### config.mk
export PLATFORM = sky130hd
export DESIGN_NAME = tpg_front_flat
export DESIGN_NICKNAME = d
export VERILOG_FILES = /design/src/hdl/tpg_pkg.sv /design/src/hdl/tpg_if.sv /design/src/hdl/tpg_front.sv /design/src/flat_wrapper.sv
export SDC_FILE = /design/constraint.sdc
export NUM_CORES = 1
export LEC_CHECK = 0
export BUFFER_PORTS_ARGS = -buffer_cell sky130_fd_sc_hd__buf_2
export CORE_MARGIN = 2
export CORE_UTILIZATION = 45
export DETAILED_ROUTE_END_ITERATION = 12
export SLEW_MARGIN = 0
export SYNTH_ARGS = -nofsm -noshare
export SYNTH_HDL_FRONTEND = slang
export SYNTH_SLANG_ARGS = --single-unit
### constraint.sdc
create_clock -name clk -period 7.9 [get_ports clk]
set_input_delay 0.79 -clock clk [delete_from_list [all_inputs] [get_ports clk]]
set_output_delay 0.79 -clock clk [all_outputs]
set_load 0.01 [all_outputs]
### src/hdl/tpg_pkg.sv
// Shared types, constants and pattern tables of the test pattern generator.
`default_nettype none

package tpg_pkg;

  localparam int COORD_W = 8;
  localparam int GREY_W  = 8;
  localparam int MODE_W  = 4;
  localparam int D2_W    = 16;
  localparam int IDX_W   = COORD_W + 1;
  localparam int RAD_W   = 18;
  localparam int ROOT_W  = RAD_W / 2;
  localparam int REM_W   = ROOT_W + 3;
  localparam int ROM_DEPTH = 511;

  // root unit: nine digit steps spread over three stages
  localparam int SQRT_STAGES = 3;
  localparam int SQRT_STEPS  = ROOT_W / SQRT_STAGES;

  localparam logic [COORD_W-1:0] CENTER = COORD_W'(128);

  // pattern select codes
  localparam logic [MODE_W-1:0] MODE_RESET        = MODE_W'(1);
  localparam logic [MODE_W-1:0] MODE_RAMP         = MODE_W'(1);
  localparam logic [MODE_W-1:0] MODE_PRODUCT      = MODE_W'(2);
  localparam logic [MODE_W-1:0] MODE_SUM          = MODE_W'(3);
  localparam logic [MODE_W-1:0] MODE_DIFF         = MODE_W'(4);
  localparam logic [MODE_W-1:0] MODE_ROOT_PRODUCT = MODE_W'(5);
  localparam logic [MODE_W-1:0] MODE_RADIAL       = MODE_W'(6);
  localparam logic [MODE_W-1:0] MODE_RADIAL_WRAP  = MODE_W'(7);
  localparam logic [MODE_W-1:0] MODE_COS          = MODE_W'(8);
  localparam logic [MODE_W-1:0] MODE_SIN          = MODE_W'(9);

  // radial scaling: 65025*d2/32768 and 65025*d2/16129
  localparam int P6_W     = 31;
  localparam int N7_W     = 24;
  localparam int RECIP_W  = 25;
  localparam int Q7_W     = 11;
  localparam int unsigned R6_MUL   = 65025;
  localparam int unsigned R6_SHIFT = 15;
  localparam int unsigned R7_DIV   = 16129;
  localparam int unsigned R7_INT   = R6_MUL / R7_DIV;
  localparam int unsigned R7_FRAC  = R6_MUL - R7_INT * R7_DIV;
  localparam int unsigned R7_RECIP_SHIFT = 38;
  // ceil(2^38/16129): exact quotient for any numerator below 2^24
  localparam longint unsigned R7_RECIP =
    ((64'd1 << R7_RECIP_SHIFT) + 64'(R7_DIV) - 64'd1) / 64'(R7_DIV);

  typedef enum logic [2:0] {
    OP_NONE,
    OP_DIRECT,
    OP_ROOT_XY,
    OP_ROOT_R6,
    OP_ROOT_R7,
    OP_COS,
    OP_SIN
  } op_t;

  typedef struct packed {
    op_t                  op;
    logic [GREY_W-1:0]    val;
    logic [2*COORD_W-1:0] xy;
    logic [D2_W-1:0]      d2;
    logic [IDX_W-1:0]     idx;
  } s1_t;

  typedef struct packed {
    op_t                  op;
    logic [GREY_W-1:0]    val;
    logic [2*COORD_W-1:0] xy;
    logic [D2_W-1:0]      d2;
    logic [P6_W-1:0]      p6;
    logic [N7_W-1:0]      n7;
  } s2_t;

  typedef struct packed {
    logic              written;
    logic              use_root;
    logic [GREY_W-1:0] val;
    logic [RAD_W-1:0]  rad;
    logic [REM_W-1:0]  rem;
    logic [ROOT_W-1:0] root;
  } sq_t;

  // ---------------------------------------------------------------------
  // |cos| and |sin| tables, built at elaboration in Q61 fixed point
  // ---------------------------------------------------------------------
  localparam int SERIES_TERMS = 14;
  localparam logic [63:0] HALF_PI_Q59 = 64'h3243F6A8885A308D >> 2;
  localparam logic [63:0] ONE_Q61     = 64'd1 << 61;

  localparam logic [SERIES_TERMS-1:0][9:0] COS_DIV = {
    10'd756, 10'd650, 10'd552, 10'd462, 10'd380, 10'd306, 10'd240,
    10'd182, 10'd132, 10'd90,  10'd56,  10'd30,  10'd12,  10'd2
  };
  localparam logic [SERIES_TERMS-1:0][9:0] SIN_DIV = {
    10'd812, 10'd702, 10'd600, 10'd506, 10'd420, 10'd342, 10'd272,
    10'd210, 10'd156, 10'd110, 10'd72,  10'd42,  10'd20,  10'd6
  };

  typedef logic [ROM_DEPTH-1:0][GREY_W-1:0] rom_t;

  function automatic logic [63:0] mul_q61(logic [63:0] a, logic [63:0] b);
    logic [127:0] p;
    p = 128'(a) * 128'(b);
    return p[124:61];
  endfunction

  function automatic logic [63:0] clamp_q61(logic [63:0] s);
    if (s[63]) return 64'd0;
    if (s > ONE_Q61) return ONE_Q61;
    return s;
  endfunction

  function automatic logic [63:0] cos_series(logic [63:0] x2);
    logic [63:0] term;
    logic [63:0] sum;
    term = ONE_Q61;
    sum  = ONE_Q61;
    for (int n = 0; n < SERIES_TERMS; n++) begin
      term = mul_q61(term, x2) / 64'(COS_DIV[n]);
      if (!n[0]) sum = sum - term;
      else sum = sum + term;
    end
    return clamp_q61(sum);
  endfunction

  function automatic logic [63:0] sin_series(logic [63:0] x2, logic [63:0] x);
    logic [63:0] term;
    logic [63:0] sum;
    term = x;
    sum  = x;
    for (int n = 0; n < SERIES_TERMS; n++) begin
      term = mul_q61(term, x2) / 64'(SIN_DIV[n]);
      if (!n[0]) sum = sum - term;
      else sum = sum + term;
    end
    return clamp_q61(sum);
  endfunction

  function automatic logic [GREY_W-1:0] scale255(logic [63:0] v);
    logic [71:0] p;
    p = 72'(v) * 72'd255;
    return GREY_W'(p >> 61);
  endfunction

  function automatic logic [GREY_W-1:0] trig_entry(int unsigned k, logic want_sin);
    logic [127:0] theta;
    logic [127:0] quad;
    logic [63:0]  x;
    logic [63:0]  x2;
    logic [63:0]  v;
    logic         use_sin;
    theta   = ((128'(k) * 128'd157) << 59) / 128'd9000;
    quad    = theta / 128'(HALF_PI_Q59);
    x       = 64'((theta - quad * 128'(HALF_PI_Q59)) << 2);
    x2      = mul_q61(x, x);
    use_sin = want_sin ^ quad[0];
    v       = use_sin ? sin_series(x2, x) : cos_series(x2);
    return scale255(v);
  endfunction

  function automatic rom_t build_rom(logic want_sin);
    rom_t r;
    for (int k = 0; k < ROM_DEPTH; k++) begin
      r[IDX_W'(k)] = trig_entry(k, want_sin);
    end
    return r;
  endfunction

  localparam rom_t COS_ROM = build_rom(1'b0);
  localparam rom_t SIN_ROM = build_rom(1'b1);

endpackage

`default_nettype wire

### src/hdl/tpg_if.sv
// Channel interfaces of the test pattern generator: coordinates, pixels, config.
`default_nettype none

interface tpg_coord_if import tpg_pkg::*; ();
  logic               valid;
  logic               ready;
  logic [COORD_W-1:0] column;
  logic [COORD_W-1:0] row;
  modport source (output valid, column, row, input ready);
  modport sink   (input valid, column, row, output ready);
endinterface


`default_nettype wire

### src/hdl/tpg_front.sv
// Front stages: coordinate math, table read, radial scaling, root radicand.
`default_nettype none

module tpg_front import tpg_pkg::*; (
  input  logic              clk,
  input  logic              rst_n,
  input  logic [MODE_W-1:0] mode,
  tpg_coord_if.sink         in_if,
  output logic              dn_valid,
  input  logic              dn_ready,
  output sq_t               dn_data
);

  logic s1_v_r, s2_v_r, s3_v_r;
  logic s1_rdy, s2_rdy, s3_rdy;
  s1_t  s1_r, s1_nxt;
  s2_t  s2_r, s2_nxt;
  sq_t  s3_r, s3_nxt;

  assign s3_rdy = !s3_v_r || dn_ready;
  assign s2_rdy = !s2_v_r || s3_rdy;
  assign s1_rdy = !s1_v_r || s2_rdy;
  assign in_if.ready = s1_rdy;
  assign dn_valid = s3_v_r;
  assign dn_data  = s3_r;

  // stage 1: distances, product, sum, pattern decode
  logic [COORD_W-1:0]   x, y, dx, dy, diff;
  logic [COORD_W:0]     sum_xy;
  logic [2*COORD_W-1:0] prod_xy;

  always_comb begin
    x       = in_if.column;
    y       = in_if.row;
    dx      = (x >= CENTER) ? x - CENTER : CENTER - x;
    dy      = (y >= CENTER) ? y - CENTER : CENTER - y;
    diff    = (x > y) ? x - y : y - x;
    sum_xy  = IDX_W'(x) + IDX_W'(y);
    prod_xy = (2*COORD_W)'(x) * (2*COORD_W)'(y);
    s1_nxt.xy  = prod_xy;
    s1_nxt.d2  = D2_W'(dx) * D2_W'(dx) + D2_W'(dy) * D2_W'(dy);
    s1_nxt.idx = sum_xy;
    s1_nxt.val = '0;
    case (mode)
      MODE_RAMP: begin
        s1_nxt.op  = OP_DIRECT;
        s1_nxt.val = x;
      end
      MODE_PRODUCT: begin
        s1_nxt.op  = OP_DIRECT;
        s1_nxt.val = prod_xy[GREY_W-1:0];
      end
      MODE_SUM: begin
        s1_nxt.op  = OP_DIRECT;
        s1_nxt.val = sum_xy[GREY_W-1:0];
      end
      MODE_DIFF: begin
        s1_nxt.op  = OP_DIRECT;
        s1_nxt.val = diff;
      end
      MODE_ROOT_PRODUCT: s1_nxt.op = OP_ROOT_XY;
      MODE_RADIAL:       s1_nxt.op = OP_ROOT_R6;
      MODE_RADIAL_WRAP:  s1_nxt.op = OP_ROOT_R7;
      MODE_COS:          s1_nxt.op = OP_COS;
      MODE_SIN:          s1_nxt.op = OP_SIN;
      default:           s1_nxt.op = OP_NONE;
    endcase
  end

  // stage 2: table read, constant products of d2
  always_comb begin
    s2_nxt.op = s1_r.op;
    s2_nxt.xy = s1_r.xy;
    s2_nxt.d2 = s1_r.d2;
    s2_nxt.p6 = P6_W'(32'(s1_r.d2) * 32'(R6_MUL));
    s2_nxt.n7 = N7_W'(32'(s1_r.d2) * 32'(R7_FRAC));
    case (s1_r.op)
      OP_COS:  s2_nxt.val = COS_ROM[s1_r.idx];
      OP_SIN:  s2_nxt.val = SIN_ROM[s1_r.idx];
      default: s2_nxt.val = s1_r.val;
    endcase
  end

  // stage 3: radicand; d2*65025/16129 = 4*d2 + floor(509*d2/16129)
  logic [N7_W+RECIP_W-1:0] q7_prod;
  logic [Q7_W-1:0]         q7;

  always_comb begin
    q7_prod = (N7_W+RECIP_W)'(s2_r.n7) * (N7_W+RECIP_W)'(R7_RECIP);
    q7      = Q7_W'(q7_prod >> R7_RECIP_SHIFT);
    s3_nxt.written  = (s2_r.op != OP_NONE);
    s3_nxt.use_root = (s2_r.op == OP_ROOT_XY) || (s2_r.op == OP_ROOT_R6) ||
                      (s2_r.op == OP_ROOT_R7);
    s3_nxt.val  = s2_r.val;
    s3_nxt.rem  = '0;
    s3_nxt.root = '0;
    case (s2_r.op)
      OP_ROOT_XY: s3_nxt.rad = RAD_W'(s2_r.xy);
      OP_ROOT_R6: s3_nxt.rad = RAD_W'(s2_r.p6 >> R6_SHIFT);
      OP_ROOT_R7: s3_nxt.rad = RAD_W'(s2_r.d2) * RAD_W'(R7_INT) + RAD_W'(q7);
      default:    s3_nxt.rad = '0;
    endcase
  end

  always_ff @(posedge clk) begin
    if (!rst_n) begin
      s1_v_r <= 1'b0;
      s2_v_r <= 1'b0;
      s3_v_r <= 1'b0;
    end else begin
      if (s1_rdy) s1_v_r <= in_if.valid;
      if (s2_rdy) s2_v_r <= s1_v_r;
      if (s3_rdy) s3_v_r <= s2_v_r;
    end
  end

  always_ff @(posedge clk) begin
    if (s1_rdy && in_if.valid) s1_r <= s1_nxt;
    if (s2_rdy && s1_v_r) s2_r <= s2_nxt;
    if (s3_rdy && s2_v_r) s3_r <= s3_nxt;
  end

endmodule

`default_nettype wire

### src/flat_wrapper.sv
// flat-port wrapper written by rule: the top's interface ports become plain ports
module tpg_front_flat import tpg_pkg::*;
  (clk, rst_n, mode, dn_valid, dn_ready, dn_data, in_if_valid, in_if_column, in_if_row, in_if_ready);
  tpg_coord_if in_if_i ();
  input  logic clk;
  input  logic rst_n;
  input  logic [MODE_W-1:0] mode;
  output logic dn_valid;
  input  logic dn_ready;
  output sq_t dn_data;
  input wire logic [$bits(in_if_i.valid)-1:0] in_if_valid;
  input wire logic [$bits(in_if_i.column)-1:0] in_if_column;
  input wire logic [$bits(in_if_i.row)-1:0] in_if_row;
  output wire logic [$bits(in_if_i.ready)-1:0] in_if_ready;
  assign in_if_i.valid = in_if_valid;
  assign in_if_i.column = in_if_column;
  assign in_if_i.row = in_if_row;
  assign in_if_ready = in_if_i.ready;
  tpg_front u_core (.clk(clk), .rst_n(rst_n), .mode(mode), .in_if(in_if_i), .dn_valid(dn_valid), .dn_ready(dn_ready), .dn_data(dn_data));
endmodule
### After elaboration in Yosys (flattened, before gate mapping)

Memories as Yosys holds them, arrays and structs flattened. A register that Yosys moved wholly into a read port is not among the register bits.
Cells that the tools add are included.

* register bits: 181
* bits in latches: 0
* memory bits (writable): 0
* memories kept: 2
* output and inout bits: 51
* logic and storage cells: 77
* ROM bits: 8192
* input port bits: 24

* divide/modulo/power cells: 0
* multiplexer cells: 11
* reduce and logical (&&, ||, !) cells: 13
* $add $sub $neg: 9
* shift operators: 0
* order comparisons: 4
* bitwise logic cells: 0
* multiply operators: 6
* equal/unequal tests: 14

Memory list
* (no name shown): words 512, width 8, read ports 1, clocked after Yosys merged registers in 1, write ports 0, RTL line tpg_front.sv:78 `OP_COS: s2_nxt.val = COS_ROM[s1_r.idx];`
* (no name shown): words 512, width 8, read ports 1, clocked after Yosys merged registers in 1, write ports 0, RTL line tpg_front.sv:79 `OP_SIN: s2_nxt.val = SIN_ROM[s1_r.idx];`

Operators with widths (number)
* 18-bit one-hot mux with 3 select lines: 1
* 24-bit by 25-bit multiplier with 49-bit output, second input constant: 1
* 8-bit by 8-bit multiplier with 16-bit output: 3
* 8-bit two-way mux: 5
* 8-bit one-hot mux with 4 select lines: 1
* 16-bit by 16-bit multiplier with 31-bit output, second input constant: 1
* 16-bit by 9-bit multiplier with 24-bit output, second input constant: 1
* 18-bit by 11-bit adder with 18-bit output: 1
* 9-bit two-way mux: 2
* 3-bit one-hot mux with 6 select lines: 1
* 16-bit adder: 1
* 4-bit by 3-bit == test with 1-bit output, second input constant: 4
* 8-bit >= comparator, second input constant: 2
* 8-bit one-hot mux with 2 select lines: 1
* 8-bit subtractor: 2
* 8-bit subtractor, first input constant: 2
* 8-bit subtractor, second input constant: 2
* 9-bit by 10-bit less-than comparator with 1-bit output, second input constant: 1
* 8-bit by 8-bit adder with 9-bit output: 1
* 3-bit == test, second input constant: 3
* 4-bit by 2-bit == test with 1-bit output, second input constant: 2
* 4-bit == test, second input constant: 2
* 8-bit > comparator: 1
* 3-bit by 2-bit == test with 1-bit output, second input constant: 2
* other kinds (6): 14

### Depth between registers and ports, before layout

Gate-level depths: netlist of the first run.

* depth in word-level cells: 6
* gate-level depth with buffers: 32
* gate-level depth less buffers: 32

### Worst setup path after synthesis of the first run

OpenSTA, ideal clock, no wires.

* path kind: input -> register
* from: input port dn_ready
* to: register u_core.s2_r[0] in the netlist's numbering (enable)
* setup time: 0.641 ns
* data arrival time: 6.672 ns
* stages on the path: 2
* data required time: 7.259 ns
* path buffers: 0
* slack: 0.587 ns
* cell sequence: nor2b_1 a21boi_0

* word-level cells in the longest chain between the ends: 3

RTL lines
* from (decl): RTL line flat_wrapper.sv:9 `input logic dn_ready;`
* 1-bit logical OR: RTL line tpg_front.sv:20 `assign s3_rdy = !s3_v_r || dn_ready;`
* 1-bit logical OR: RTL line tpg_front.sv:21 `assign s2_rdy = !s2_v_r || s3_rdy;`
* 1-bit logical AND: RTL line tpg_front.sv:119 `if (s2_rdy && s1_v_r) s2_r <= s2_nxt;`
* to (signal assigned): RTL line tpg_front.sv:119
* to (decl): RTL line tpg_front.sv:17 `s2_t s2_r, s2_nxt;`

Every way passes these cells.
A chain may end at the register's enable or synchronous reset.

==> flow_summary_export.csv, run 1 <==
group,metric,value,unit
grt,grt_use_total,25.03,%
routing,wl_per_cell,20.62,um
grt,grtUsageMet1,34.17,%
critical_path,crit_top_cell,"ha_1",
logic_synthesis,synth_edf_count,157,
floorplanning,design.die.area,61050,um^2
clocking,path_clk_slew,0.08,ns
logic_synthesis,ys_seq_elements,176,
critical_path,startpoint_type,"flop",
timing,fmax,0.1324,GHz
finish,area_delta_synth_final,7.341,%
floorplanning,core,58690,um^2
clocking,clock_sinks,176,
clocking,cts_tree,"yes",
timing,setup_viol,0,
routing,ant_nets,0,
routing,wirelength,74580,um
worst_hold_path,min_path_cells,0,
critical_path,rr_endpoint,"u_core.dn_data[34]",
critical_path,slowest_delay,0.52,ns
placement,gp_congestion,0.9509,
finish,fin_util,48.63,%
grt,top_usage_layer,"met2",
timing,finalCriticalPeriod,7.555,ns
routing,dr_total_vias,20830,
critical_path,rr_startpoint,"u_core.s2_r[16]",
placement,port_buffers,53,
clocking,hold_buffers,0,
floorplanning,rows,89,
routing,dr.pass1.iters,6,
logic_synthesis,syn_avg_cell_area,9.609,um^2
finish,num-nets-final,3592,
finish,drive_gt1_share,7.982,%
routing,drtIter0Drc,1761,
clocking,root_buffer,"clkbuf_16",
outcome,status,"finished, final reports clean",
floorplanning,io_pins,75,
routing,routed_via_density,5.759,
critical_path,cp.required,8.06,ns
critical_path,worst-r2r-cell-count,30,
timing,final-hold-violation-count,0,
timing,slew_headroom,10.90,%
worst_hold_path,min_to,"u_core.s2_r[80]",
timing,rsz0062_at_grt,"true",
critical_path,worst_path_max_delay_cell,"fa_1",
logic_synthesis,ys_seq_area_share,19.16,%
critical_path,cp_data_arrival_time,7.72,ns
floorplanning,die_w,247.1,um
logic_synthesis,synth-async-reset-ratio,0,%
critical_path,r2r_slack,0.35,ns
critical_path,path_class,"flop to flop",
grt,grt_max_degree,85,
worst_hold_path,min_path_type,"flop to flop",
logic_synthesis,yosysWarnings,0,
job,cap_violations,0,
logic_synthesis,synth_ff_type,"edfxtp_1",
clocking,clock_path_buffers,2,
routing,remaining_drc_errors,0,
clocking,numCtsBuffers,17,
clocking,clkLatencyLatePin,0.46,ns
timing,maxSlewViolCount,0,
floorplanning,initial_core_util,45.31,%
clocking,cts.htree.levels,4,
grt,antenna_found_initial,1,
timing,worst_pin_slew,1.329,ns
logic_synthesis,postSynthCellCount,2767,
timing,post-route-period-util,95.63,%
worst_hold_path,min-delay-start,"u_core.s1_r[34]",
grt,overflow,0,
logic_synthesis,yosysUniqueCellTypes,101,
floorplanning,die_height,247.1,um
critical_path,path_max_fanout,4,
grt,met2_usage,41.29,%
critical_path,end_kind,"flop",
placement,hpwl,58430,um
timing,clock_skew,0.01093,ns
grt,grt_pass1_wl,118700,um
grt,gr-usage-met3,3.592,%
logic_synthesis,syn_area,26590,um^2
finish,antenna_cells,0,
grt,grt_pass1_vias,21340,
==> cells in the mapped netlist (6+ instances only) <==
cell type	instances	share of area (%)
inv_1	415	5.9
nand3_1	39	0.73
and3_1	9	0.21
buf_6	11	0.47
nor4_1	9	0.21
ha_1	463	22
nor2b_1	28	0.66
o31ai_1	12	0.34
a21boi_0	8	0.23
nand2_1	168	2.4
o21ai_1	6	0.11
and2_1	20	0.47
o221ai_1	10	0.33
a221oi_1	7	0.23
or2_2	7	0.16
o32ai_1	6	0.20
clkbuf_1	43	0.61
a31oi_1	20	0.47
mux2i_1	31	1.2
a221o_1	6	0.23
nand4_1	18	0.42
a22oi_1	7	0.20
xor2_1	33	1.1
dfxtp_1	19	1.4
fa_1	274	21
o211ai_1	25	0.71
xnor2_1	68	2.2
a21o_1	35	0.99
a311oi_1	9	0.30
a21oi_1	159	3.0
a2111oi_0	6	0.20
buf_2	29	0.55
nor2_1	196	2.8
nor3_1	44	0.83
buf_4	35	0.99
a211o_1	10	0.33
nand2b_1	15	0.35
or3_1	11	0.26
edfxtp_1	157	18
o21ai_0	106	2.0
o22ai_1	42	0.99
o21a_1	22	0.62
a211oi_1	14	0.40
==> worst max-delay path: cells and delay by family (launching register included) <==
kind                     cells  cell delay [ns]
AO/OA/AOI/OAI               11             2.38
XOR/XNOR                     2             0.33
adder cells (fa/ha/maj)      9             3.26
buffers and inverters        4             0.46
flip-flops                   1             0.43
AND/OR/NAND/NOR              4             0.39
==> worst max path at each step <==
| stage | from | endpoint | slack [ns] | cells past startpoint |
|---|---|---|---|---|
| 3_3_place_gp | u_core.s2_r[7] | u_core.dn_data[36] | -0.20 | 34 |
| 6_report | u_core.s2_r[16] | u_core.dn_data[34] | 0.35 | 30 |
| 3_5_place_dp | u_core.s2_r[7] | u_core.dn_data[36] | -0.36 | 34 |
| 4_1_cts | u_core.s2_r[7] | u_core.dn_data[36] | 0.05 | 34 |
| 5_1_grt | u_core.s2_r[7] | u_core.dn_data[36] | -0.04 | 33 |
| 2_1_floorplan | dn_ready | u_core.s2_r[0] | 0.59 | 2 |
==> area by class of cell <==
type	instances	area, um^2
fill	5442	30140
multi-input combinational	2074	19380
inverter	426	1612
sequential	176	5095
clock buffer	18	439.2
timing repair buffer	136	888.4
clock inverter	14	162.7
tap	773	967.2
==> repair_timing <==
action,in CTS,in global routing
gates resized for setup,8,13
setup endpoints to repair,9,9
pin swaps,0,5
setup buffers,0,7
==> layout by cell type (no fill, tap or decap), types with 33 or more instances in the layout <==
cell type  count
ha_1         461
inv_1        415
fa_1         274
nor2_1       196
nand2_1      168
edfxtp_1     157
a21oi_1      154
o21ai_0      104
buf_4         83
xnor2_1       68
buf_2         53
nor3_1        44
o22ai_1       42
nand3_1       39
a21o_1        34
xor2_1        33
conb_1        33
==> layer usage <==
metal / wire length, um / vias up
met3: 4681 / 126
met2: 34940 / 815
met4: 1859 / 2
li1: - / 9638
met1: 33090 / 10250
met5: 12 / -
==> registers in the layout, indices dropped and copies added (netlist names), named ones only <==
name	cells
u_core.dn_valid	1
u_core.dn_data	28
u_core.s1_r	49
u_core.s2_r	80
u_core.s1_v_r	1
u_core.s2_v_r	1
==> through the flow <==
| step | instance area [um^2] | cells | hold slack, ns | worst slack, ns | TNS, ns |
|---|---|---|---|---|---|
| 2_1_floorplan | 26710 | 2798 | 0.4003 | 0.5868 | 0 |
| 3_3_place_gp | 27810 | 3578 | 0.4028 | -0.1977 | -1.152 |
| 3_5_place_dp | 27810 | 3578 | 0.4045 | -0.3618 | -2.433 |
| 4_1_cts | 28430 | 3610 | 0.4226 | 0.04782 | 0 |
| 5_1_grt | 28540 | 3617 | 0.4271 | -0.03775 | -0.08966 |
| 6_report | 28540 | 3617 | 0.4216 | 0.3454 | 0 |
==> kinds of logic after synthesis <==
group                      synth area share (%)
other                                   0.02824
xor gates and xnor gates                  3.492
adders and majority gates                 42.42
buffers and inverters                     8.809
DFF                                       19.16
muxes                                     1.336
AOI/OAI and AO/OA                         14.50
and+or+nand+nor                           10.26
Power of run 1 is left out: the tool's default activity adds up to more than one toggle a clock period on the data nets, which glitch-free logic cannot reach.
==> run 2, diff against run 1 <==
--- a/config.mk
+++ b/config.mk
@@ -7,9 +7,9 @@
 export LEC_CHECK = 0
 export BUFFER_PORTS_ARGS = -buffer_cell sky130_fd_sc_hd__buf_2
 export CORE_MARGIN = 2
-export CORE_UTILIZATION = 45
+export CORE_UTILIZATION = 39
 export DETAILED_ROUTE_END_ITERATION = 12
-export SLEW_MARGIN = 0
+export SLEW_MARGIN = 20
 export SYNTH_ARGS = -nofsm -noshare
 export SYNTH_HDL_FRONTEND = slang
 export SYNTH_SLANG_ARGS = --single-unit
==> run 2 against run 1 <==
Sequential share of layout area fell by 0.056 points. Clock-buffer cell count rose by 6. First-iteration DRC count fell by 7.0%. Utilization fell by 6.1 points. Worst hold slack got worse by 0.0031 ns. Critical endpoint unchanged. Design area rose by 0.32%. Register-to-register slack barely moved.
==> flow_summary_export.csv, run 2 (same netlist as run 1, synthesis figures left out) <==
group,metric,value,unit
floorplanning,die_height,265.1,um
finish,fillCellCount,6538,
timing,final-hold-violation-count,0,
routing,wirelength,75570,um
clocking,cts.htree.levels,4,
timing,fmax,0.1325,GHz
finish,register_area,5095,um^2
routing,routed_via_density,5.545,
clocking,hold_buffers,0,
floorplanning,core,67280,um^2
placement,gp_congestion,0.9577,
clocking,clkLatencyLatePin,0.45,ns
routing,dr_total_vias,20620,
finish,largest_reg_flops,80,
critical_path,path_max_fanout,5,
grt,grt_max_degree,78,
worst_hold_path,min-delay-start,"u_core.s1_r[32]",
floorplanning,rows,95,
timing,slew_headroom,24.38,%
placement,hpwl,60040,um
worst_hold_path,min_to,"u_core.s2_r[78]",
finish,num-nets-final,3592,
critical_path,cp_data_arrival_time,7.70,ns
grt,antenna_found_initial,5,
finish,area_delta_synth_final,7.680,%
worst_hold_path,min_path_cells,0,
critical_path,crit_top_cell,"ha_1",
routing,ant_nets,0,
critical_path,rr_startpoint,"u_core.s2_r[15]",
finish,fin_util,42.56,%
critical_path,startpoint_type,"flop",
finish,multi_input_area,19360,um^2
outcome,status,"finished, final reports clean",
clocking,clock_path_buffers,2,
critical_path,path_class,"flop to flop",
critical_path,worst-r2r-cell-count,28,
critical_path,rr_endpoint,"u_core.dn_data[34]",
grt,grt_pass1_vias,21310,
timing,finalCriticalPeriod,7.549,ns
routing,wl_met2,34850,um
grt,grt_pass1_wl,120100,um
clocking,cts_tree,"yes",
clocking,clock_sinks,176,
placement,port_buffers,53,
timing,worst_pin_slew,1.132,ns
job,cap_violations,0,
finish,final_common_cell,"ha_1",
routing,dr.pass1.iters,6,
critical_path,end_kind,"flop",
clocking,path_clk_slew,0.07,ns
critical_path,worst_path_max_delay_cell,"edfxtp_1",
timing,post-route-period-util,95.56,%
finish,final_cell_mix,"ha_1 (463), inv_1 (415), fa_1 (274)",
critical_path,slowest_delay,0.54,ns
floorplanning,io_pins,75,
timing,clock_skew,0.01398,ns
timing,maxSlewViolCount,0,
worst_hold_path,min_path_type,"flop to flop",
critical_path,cp.required,8.05,ns
clocking,root_buffer,"clkbuf_16",
floorplanning,design.die.area,70280,um^2
routing,wl_met1,34270,um
finish,top_register,"u_core.s2_r",
floorplanning,initial_core_util,39.52,%
routing,met3RoutedLength,4297,um
floorplanning,die_w,265.1,um
critical_path,r2r_slack,0.35,ns
placement,post-place-cells,3679,
timing,rsz0062_at_grt,"false",
timing,setup_viol,0,
routing,top_layer,"met5",
routing,remaining_drc_errors,0,
routing,drtIter0Drc,1638,
finish,stdcell_count,3718,
clocking,numCtsBuffers,17,
finish,drive_gt1_share,7.736,%
critical_path,startpoint,"u_core.s2_r[15]",
grt,overflow,0,
grt,grt_use_total,21.76,%
routing,wl_per_cell,20.33,um
run 2: layer usage:
metal / GRT usage (%) / vias up
li1: - / 9618
met1: 29.82 / 10170
met2: 35.73 / 689
met3: 2.907 / 137
met4: 6.749 / 8
met5: 0 / -
run 2: worst max-delay path by stage:
stage / to / slack (ns) / cells after the start
3_5_place_dp: u_core.dn_data[36] / -0.02 / 31
3_3_place_gp: u_core.dn_data[35] / 0.05 / 34
4_1_cts: u_core.dn_data[35] / 0.05 / 32
6_report: u_core.dn_data[34] / 0.35 / 28
2_1_floorplan: u_core.s2_r[0] / 0.59 / 2
5_1_grt: u_core.dn_data[35] / 0.02 / 33
run 2: area by class of cell:
cell class	count	area share [%]
Inverter	426	5.629
Clock buffer	24	1.796
Tap cell	873	3.815
Clock inverter	8	0.2316
Sequential cell	176	17.79
Antenna cell	1	0.008740
Multi-Input combinational cell	2074	67.62
Timing Repair Buffer	136	3.103
run 2: stage by stage:
| stage | setup TNS, ns | setup WS, ns | instance area, um^2 | hold WS, ns |
|---|---|---|---|---|
| floorplan | 0 | 0.5868 | 26710 | 0.4003 |
| global placement | 0 | 0.05075 | 27950 | 0.4007 |
| detailed placement | -0.03981 | -0.01586 | 27950 | 0.4045 |
| CTS | 0 | 0.04687 | 28530 | 0.4184 |
| global route | 0 | 0.02086 | 28630 | 0.4220 |
| finish | 0 | 0.3509 | 28630 | 0.4185 |
run 2: critical path, delay by kind of cell (launching register included):
family                     cells  cell delay (ns)
AOI/OAI and AO/OA             13             2.72
xor gates and xnor gates       2             0.30
adders and majority gates      8             3.13
buffers and inverters          2             0.33
DFF                            1             0.54
and+or+nand+nor                3             0.23
run 2: what timing repair did:
action / CTS / global route
resized for setup: 2 / 14
pin swaps: 0 / 3
endpoints found under the setup margin: 7 / 9
setup buffers: 0 / 6
Power of run 2 is left out for the same reason.
